<file path="src/rtl/sno_pkg.sv">
package sno_pkg;

   // fixed internal widths of the normalized datapath
   localparam int UNIT_SHIFT   = 30;
   localparam int SQ_WIDTH     = 31;
   localparam int RAD_WIDTH    = 64;
   localparam int ROOT_WIDTH   = 32;
   localparam int REM_WIDTH    = 36;
   localparam int QUOT_WIDTH   = 31;
   localparam int NUM_WIDTH    = 62;

   // stage counts of each section
   localparam int FRONT_STAGES = 4;
   localparam int SQRT_STAGES  = 32;
   localparam int DIV_STAGES   = QUOT_WIDTH + 1;
   localparam int MID_STAGES   = SQRT_STAGES + DIV_STAGES;

   // per-item control flags that ride along the pipeline
   typedef struct packed {
      logic valid;
      logic degen;
      logic dx_pos;
      logic dx_zero;
      logic dy_pos;
      logic dy_zero;
      logic d_neg;
   } sno_flags_type;

endpackage

</file>
<file path="src/rtl/sno_front.sv">
module sno_front
   import sno_pkg::*;
#(
   parameter int COORD_WIDTH = 32
) (
   input  logic                          clock,
   input  logic                          reset,
   input  logic                          en,
   input  logic                          valid_in,
   input  logic signed [COORD_WIDTH-1:0] start_x,
   input  logic signed [COORD_WIDTH-1:0] start_y,
   input  logic signed [COORD_WIDTH-1:0] end_x,
   input  logic signed [COORD_WIDTH-1:0] end_y,
   input  logic signed [COORD_WIDTH-1:0] offset_distance,
   output sno_flags_type                 flags_out,
   output logic [3*COORD_WIDTH-1:0]      side_out,
   output logic [RAD_WIDTH-1:0]          rad_out,
   output logic [2*SQ_WIDTH-1:0]         mag_out
);

   localparam int AW   = COORD_WIDTH + 1;
   localparam int SMAX = (AW > SQ_WIDTH) ? AW - SQ_WIDTH : 0;
   localparam int SW   = (SMAX > 0) ? $clog2(SMAX + 1) : 1;
   localparam int XW   = 3 * COORD_WIDTH;

   logic signed [AW-1:0]    dx_in, dy_in;
   logic [AW-1:0]           ax_in, ay_in;
   logic [COORD_WIDTH-1:0]  ad_in;
   sno_flags_type           flags_in;

   logic [AW-1:0]           ax_a_ff, ay_a_ff;
   logic [AW-1:0]           mx_a;
   logic [SW-1:0]           shift_in;
   logic [SQ_WIDTH-1:0]     ax_b_in, ay_b_in;
   logic [SQ_WIDTH-1:0]     ax_b_ff, ay_b_ff, ax_c_ff, ay_c_ff, ax_d_ff, ay_d_ff;
   logic [2*SQ_WIDTH-1:0]   sqx_c_ff, sqy_c_ff;
   logic [RAD_WIDTH-1:0]    rad_d_ff;
   sno_flags_type           flags_ff [FRONT_STAGES];
   logic [XW-1:0]           side_ff [FRONT_STAGES];

   // differences, magnitudes and direction flags
   always_comb begin
      dx_in = $signed({end_x[COORD_WIDTH-1], end_x}) -
              $signed({start_x[COORD_WIDTH-1], start_x});
      dy_in = $signed({end_y[COORD_WIDTH-1], end_y}) -
              $signed({start_y[COORD_WIDTH-1], start_y});
      ax_in = dx_in[AW-1] ? AW'(-dx_in) : AW'(dx_in);
      ay_in = dy_in[AW-1] ? AW'(-dy_in) : AW'(dy_in);
      ad_in = offset_distance[COORD_WIDTH-1] ? COORD_WIDTH'(-offset_distance)
                                             : COORD_WIDTH'(offset_distance);
      flags_in.valid   = valid_in;
      flags_in.dx_zero = (dx_in == '0);
      flags_in.dy_zero = (dy_in == '0);
      flags_in.degen   = (dx_in == '0) && (dy_in == '0);
      flags_in.dx_pos  = !dx_in[AW-1] && (dx_in != '0);
      flags_in.dy_pos  = !dy_in[AW-1] && (dy_in != '0);
      flags_in.d_neg   = offset_distance[COORD_WIDTH-1];
   end

   // smallest right shift that brings the larger magnitude under 31 bits
   always_comb begin
      mx_a     = (ax_a_ff > ay_a_ff) ? ax_a_ff : ay_a_ff;
      shift_in = '0;
      for (int k = SMAX; k >= 0; k--) begin
         if (((mx_a >> k) >> SQ_WIDTH) == '0) begin
            shift_in = SW'(k);
         end
      end
      ax_b_in = SQ_WIDTH'(ax_a_ff >> shift_in);
      ay_b_in = SQ_WIDTH'(ay_a_ff >> shift_in);
   end

   // datapath registers
   always_ff @(posedge clock) begin
      if (en) begin
         ax_a_ff  <= ax_in;
         ay_a_ff  <= ay_in;
         ax_b_ff  <= ax_b_in;
         ay_b_ff  <= ay_b_in;
         sqx_c_ff <= ax_b_ff * ax_b_ff;
         sqy_c_ff <= ay_b_ff * ay_b_ff;
         ax_c_ff  <= ax_b_ff;
         ay_c_ff  <= ay_b_ff;
         rad_d_ff <= RAD_WIDTH'(sqx_c_ff) + RAD_WIDTH'(sqy_c_ff);
         ax_d_ff  <= ax_c_ff;
         ay_d_ff  <= ay_c_ff;
         side_ff[0] <= {start_x, start_y, ad_in};
         for (int i = 1; i < FRONT_STAGES; i++) begin
            side_ff[i] <= side_ff[i-1];
         end
      end
   end

   // flags with the valid bit
   always_ff @(posedge clock) begin
      if (reset) begin
         for (int i = 0; i < FRONT_STAGES; i++) begin
            flags_ff[i] <= '0;
         end
      end else if (en) begin
         flags_ff[0] <= flags_in;
         for (int i = 1; i < FRONT_STAGES; i++) begin
            flags_ff[i] <= flags_ff[i-1];
         end
      end
   end

   assign flags_out = flags_ff[FRONT_STAGES-1];
   assign side_out  = side_ff[FRONT_STAGES-1];
   assign rad_out   = rad_d_ff;
   assign mag_out   = {ax_d_ff, ay_d_ff};

endmodule

</file>
<file path="config.mk">
export PLATFORM = sky130hd
export DESIGN_NAME = sno_front
export DESIGN_NICKNAME = d
export VERILOG_FILES = /design/src/rtl/sno_pkg.sv /design/src/rtl/sno_front.sv
export SDC_FILE = /design/constraint.sdc
export NUM_CORES = 2
export LEC_CHECK = 0
export BUFFER_PORTS_ARGS = -buffer_cell sky130_fd_sc_hd__buf_2
export CORE_AREA = 3 3 289 504
export CTS_BUF_LIST = sky130_fd_sc_hd__clkbuf_4 sky130_fd_sc_hd__clkbuf_8 sky130_fd_sc_hd__clkbuf_16
export DETAILED_ROUTE_END_ITERATION = 6
export DIE_AREA = 0 0 292 507
export PLACE_DENSITY_LB_ADDON = 0.2
export SETUP_SLACK_MARGIN = 0.1
export SYNTH_ARGS = -nofsm -noshare
export SYNTH_HDL_FRONTEND = slang
export SYNTH_SLANG_ARGS = --single-unit
export TNS_END_PERCENT = 20
</file>
<file path="constraint.sdc">
create_clock -name clock -period 12 [get_ports clock]
set_input_delay 1.2 -clock clock [delete_from_list [all_inputs] [get_ports clock]]
set_output_delay 1.2 -clock clock [all_outputs]
set_load 0.05 [all_outputs]
</file>
# After elaboration in Yosys (flattened, before gate mapping)
# Memories as Yosys holds them, arrays and structs flattened.
# Cells that the tools add are included.
# classes
n_addsub	6
n_mul	2
n_div	0
order_cmp	1
n_eq_ne	0
n_shift	2
muxes	16
n_bitwise	4
n_reduce_logical	11
# ops
operator	count
$logic_not 33->1	4
$mul 31x31->62	2
$mux 32	3
$neg 33->33	2
$reduce_bool 33->1	2
$shr 33x2->31	2
$sub 32x32->33	2
$add 62x62->63	1
$gt 33x33->1	1
$mux 33	1
$neg 32->32	1
$mux 7	4
$mux 1	6
$mux 2	2
$or 1x1->1	4
$logic_and 1x1->1	3
$logic_not 1->1	2
# totals
register_bits	440
latch_bits	0
ram_bits	412
mem_bits_ro	0
in_bits	164
out_inout_bits	229
word_cells	57
mem_count	2
# mem_list
name	words	width	read_ports	rd_clocked_by_memory_dff	wr	line_no	rtl
side_ff	4	96	4	0	4	sno_front.sv:39	logic [XW-1:0] side_ff [FRONT_STAGES];
flags_ff	4	7	4	0	4	sno_front.sv:38	sno_flags_type flags_ff [FRONT_STAGES];

# Longest topological paths before layout
# logic_depth
ltp_word	6
mapped_depth	32
mapped_depth_nobuf	29

# Least setup slack after synthesis
# Ideal clock, no wire load.
# synth_path
path_kind	register to register
from	register ay_b_ff[4]
to	register sqy_c_ff[61], data pin
setup_time_ns	0.260
arrival_time_ns	7.963
required_time_ns	11.740
path_slack_ns	3.777
stages_incl_launch_ff	27
path_buffers	2
synth_period_minus_slack_ns	8.223
cell_sequence	edfxtp_1 -> clkbuf_1 -> clkbuf_1 -> and2_1 -> fa_1 -> fa_1 -> fa_1 -> inv_1 -> fa_1 -> inv_1 -> fa_1 -> inv_1 -> fa_1 -> inv_1 -> fa_1 -> fa_1 -> ha_1 -> nand2_1 -> or3_1 -> nor4b_2 -> nor3_1 -> o21ba_2 -> o41a_1 -> o31a_1 -> o41ai_2 -> a31oi_1 -> xnor2_1
# synth_between
elab_chain_cells	1
# synth_lines
element	line_no	rtl
start: declaration	sno_front.sv:35	logic [SQ_WIDTH-1:0] ax_b_ff, ay_b_ff, ax_c_ff, ay_c_ff, ax_d_ff, ay_d_ff;
start signal: assignment	sno_front.sv:79	ay_b_ff <= ay_b_in;
$mul 31x31->62	sno_front.sv:81	sqy_c_ff <= ay_b_ff * ay_b_ff;
end signal: assignment	sno_front.sv:81	
end: declaration	sno_front.sv:36	logic [2*SQ_WIDTH-1:0] sqx_c_ff, sqy_c_ff;
# No other way between the ends.
# A chain may end at the register's enable or synchronous reset.

# Worst setup path in the final report
# layout_path
from	register ax_b_ff[7]
to	register sqx_c_ff[61], data pin
# layout_between
elab_chain_cells	1
# layout_lines
element	line_no	rtl
start: declaration	sno_front.sv:35	
start signal: assignment	sno_front.sv:78	ax_b_ff <= ax_b_in;
$mul 31x31->62	sno_front.sv:80	sqx_c_ff <= ax_b_ff * ax_b_ff;
end signal: assignment	sno_front.sv:80	
end: declaration	sno_front.sv:36	
# No other way between the ends.

==> results.sh <==
export IMPL_clkSlewWorstSetupHoldPaths_ps=70
export IMPL_ant_nets=0
export IMPL_ys_flop_type="edfxtp_1"
export IMPL_die_w_um=292
export IMPL_synth_avg_cell_area_um2=10.72
export IMPL_cp_cell_sequence="buf_4 -> inv_1 -> nor2_1 -> a31o_2 -> fa_1 -> inv_1 -> fa_1 -> fa_1 -> inv_1 -> fa_1 -> fa_1 -> fa_1 -> fa_1 -> ha_1 -> nand2_1 -> nor2_1 -> nand2_1 -> nor4_1 -> o211ai_1 -> a211o_1 -> o211ai_1 -> nand3_1 -> a31o_2 -> xnor2_1"
export IMPL_met3_usage=0.06122
export IMPL_numCtsBuffers=82
export IMPL_cp_end_kind="register"
export IMPL_synth_edf_count=847
export IMPL_yosys_mux_area_fraction=0.007219
export IMPL_antenna_found_initial=20
export IMPL_htree_levels=3
export IMPL_synth_top_family_by_area="adder cells"
export IMPL_dp_cells=10610
export IMPL_synth_simple_area_share=0.09589
export IMPL_cts_resized=0
export IMPL_drt_wl_total_um=253400
export IMPL_synth_compound_area_frac=0.07107
export IMPL_tightestPinTransition_ps=1155
export IMPL_hpwlAfterDp_um=201800
export IMPL_hold_path_class="register to register"
export IMPL_synth_distinct_cells=95
export IMPL_drive_gt1_frac=0.07704
export IMPL_grt_use_met1=0.3718
export IMPL_yosys_top_cells_area="fa_1 (33%), edfxtp_1 (28%), ha_1 (9.5%)"
export IMPL_fin_tns_setup_ps=0
export IMPL_pre_cts_ws_ps=2646
export IMPL_cts_tree="yes"
export IMPL_first_pass_iters=6
export IMPL_outcome="complete, no violations"
export IMPL_cp_common_cell="fa_1"
export IMPL_clock_skew_ps=72.69
export IMPL_vias=62750
export IMPL_dieArea_mm2=0.1480
export IMPL_maxSlewViolCount=0
export IMPL_fin_ws_ps=2351
export IMPL_synth_xor_area_frac=0.03223
export IMPL_busiest_layer="met2"
export IMPL_rsz0062_at_grt="false"
export IMPL_port_buffers=391
export IMPL_nFillCells=10570
export IMPL_syn_area_mm2=0.09186
export IMPL_synth_nets=10930
export IMPL_rows=183
export IMPL_grt_first_pass_wirelength_um=390900
export IMPL_fmax_mhz=103.6
export IMPL_grt_pass1_vias=69700
export IMPL_cts_setup_buffers=0
export IMPL_cts_hold_buffers=0
export IMPL_cp_data_arrival_time_ps=10090
export IMPL_die_h_um=507
export IMPL_drc=0
export IMPL_grt_overflow=0
export IMPL_core_area_mm2=0.1422
export IMPL_layoutNonFillerInstCount=10770
export IMPL_fin_crit_ps=9649
export IMPL_syn_inst=8570
export IMPL_ys_warn_count=0
export IMPL_postSynth_asyncResetShare=0
export IMPL_setup_worst_path_class="register to register"
export IMPL_synth_area_leader_cell="fa_1"
export IMPL_fin_crit_sh=0.8041
export IMPL_synth_seq_cells=847
export IMPL_maxCapViolCount=0
export IMPL_gp_congestion=1.028
export IMPL_cts_sinks=847
export IMPL_num_io_pins=393
export IMPL_fin_nets=11200
export IMPL_ys_seq_area_frac=0.2769
export IMPL_met2_usage=0.6319
export IMPL_synthAdderAreaFrac=0.4219
export IMPL_grtUsageTotal=0.3526
export IMPL_area_growth_pct=7.351
export IMPL_maxSlewHeadroom=0.2227
export IMPL_grt_max_degree=180
export IMPL_clockBufferDepth=3
export IMPL_critPathMaxStageDelay_ps=930
export IMPL_ctsRootBufferMaster="clkbuf_16"
export IMPL_synth_top_cell_area_share=0.3267
export IMPL_cp_max_fo=21
export IMPL_startpoint_type="register"
export IMPL_avgRoutedWirePerCell_um=23.53
export IMPL_worstPathRequired_ps=12440
export IMPL_setup_viol=0
export IMPL_clock_latency_ps=740
export IMPL_finalHoldViolations=0
export IMPL_drtIter0Drc=4161
export IMPL_start_util=0.6460
export IMPL_routed_via_density=5.826
export IMPL_cp_slowest_cell="nor4_1"
## worst paths after layout
check	cells past startpoint	end	startpoint	slack [ps]
max reg2reg	24	sqx_c_ff[61]$_DFFE_PP_	ax_b_ff[7]$_DFFE_PP_	2350
min reg2reg	0	side_ff[3][69]$_DFFE_PP_	side_ff[2][69]$_DFFE_PP_	380
min	0	side_ff[3][69]$_DFFE_PP_	side_ff[2][69]$_DFFE_PP_	380
max	24	sqx_c_ff[61]$_DFFE_PP_	ax_b_ff[7]$_DFFE_PP_	2350
## worst max-delay path, delay by kind of cell, from the launching register on
family | cells | cell delay, ps
adder cells (fa/ha/maj) | 8 | 3860
XOR/XNOR | 1 | 120
AO/OA/AOI/OAI | 5 | 1350
flip-flops | 1 | 790
buffers and inverters | 4 | 840
AND/OR/NAND/NOR | 6 | 2350
## cell type report
type	count	area, µm²	share of cell area
multi-input combinational	5409	57740	0.5856
inverter	2031	7624	0.07731
timing repair buffer	471	2592	0.02629
clock buffer	98	2172	0.02203
antenna	15	37.54	0.0003806
tap	1850	2315	0.02347
clock inverter	49	691.9	0.007017
sequential	847	25430	0.2579
## cells in the final DEF, fill, tap and decap left out, types with 15 or more instances in the layout
master and instances:
mux2i_1 63, or3_1 17, a21o_1 153, diode_2 15, nor4_1 16, or2_2 17, edfxtp_1 847, o21a_1 28
clkbuf_16 82, a31o_2 20, a31oi_1 43, o31ai_1 21, buf_4 78, inv_1 2028, o21ai_0 160, a211oi_1 42
nor2b_1 48, ha_1 699, and2_1 438, a21oi_1 341, buf_2 390, nand3_1 59, nand2_1 698, o211ai_1 29
clkbuf_4 16, nand4_1 55, o21bai_1 35, nor2_1 280, and3_1 42, xor2_1 109, fa_1 1499, nand2b_1 25
xnor2_1 229, nor3_1 50
## metrics by stage
stage / hold slack [ps] / util / area [µm²]
final: 384.0 / 0.6935 / 98610
after global routing: 410.4 / 0.6934 / 98590
after CTS: 378.1 / 0.6933 / 98570
after detailed placement: 404.5 / 0.6731 / 95710
after global placement: 400.7 / 0.6731 / 95710
after floorplan: 400.3 / - / 91860
## Yosys cell counts (all sizes together) (28+ instances only)
library cell     n
nor2           280
nand4           55
and3            42
a21oi          341
o21bai          36
nand2          698
o21a            28
a211oi          43
xnor2          229
ha             699
nand3           59
mux2i           64
nor3            51
edfxtp         847
o211ai          29
a31oi           45
nor2b           48
o21ai          164
fa            1499
xor2           109
and2           440
inv           2029
clkbuf         267
a21o           154
## state kept, by name (all words and copies together), names as in the netlist, 33 cells and up
register	cells
side_ff	384
rad_out	63
sqx_c_ff	60
sqy_c_ff	60
ax_a_ff	33
ay_a_ff	33
## layer usage
| layer | share of wire | wire length [µm] | vias up |
|---|---|---|---|
| li1 | - | - | 27610 |
| met4 | 0.091 | 22980 | 8 |
| met5 | 0.00020 | 50 | - |
| met2 | 0.52 | 131500 | 2628 |
| met1 | 0.32 | 81400 | 31470 |
| met3 | 0.069 | 17430 | 1033 |
## cell families after synthesis
| kind of cell | after synthesis |
|---|---|
| AO/OA/AOI/OAI | 1009 |
| multiplexers | 66 |
| buffers and inverters | 2314 |
| AND/OR/NAND/NOR | 1797 |
| XOR/XNOR | 338 |
| adder cells (fa/ha/maj) | 2198 |
| flip-flops | 847 |
| other | 1 |
Power is left out: the tool's default activity adds up to more than one toggle a clock period on the data nets, which glitch-free logic cannot reach.
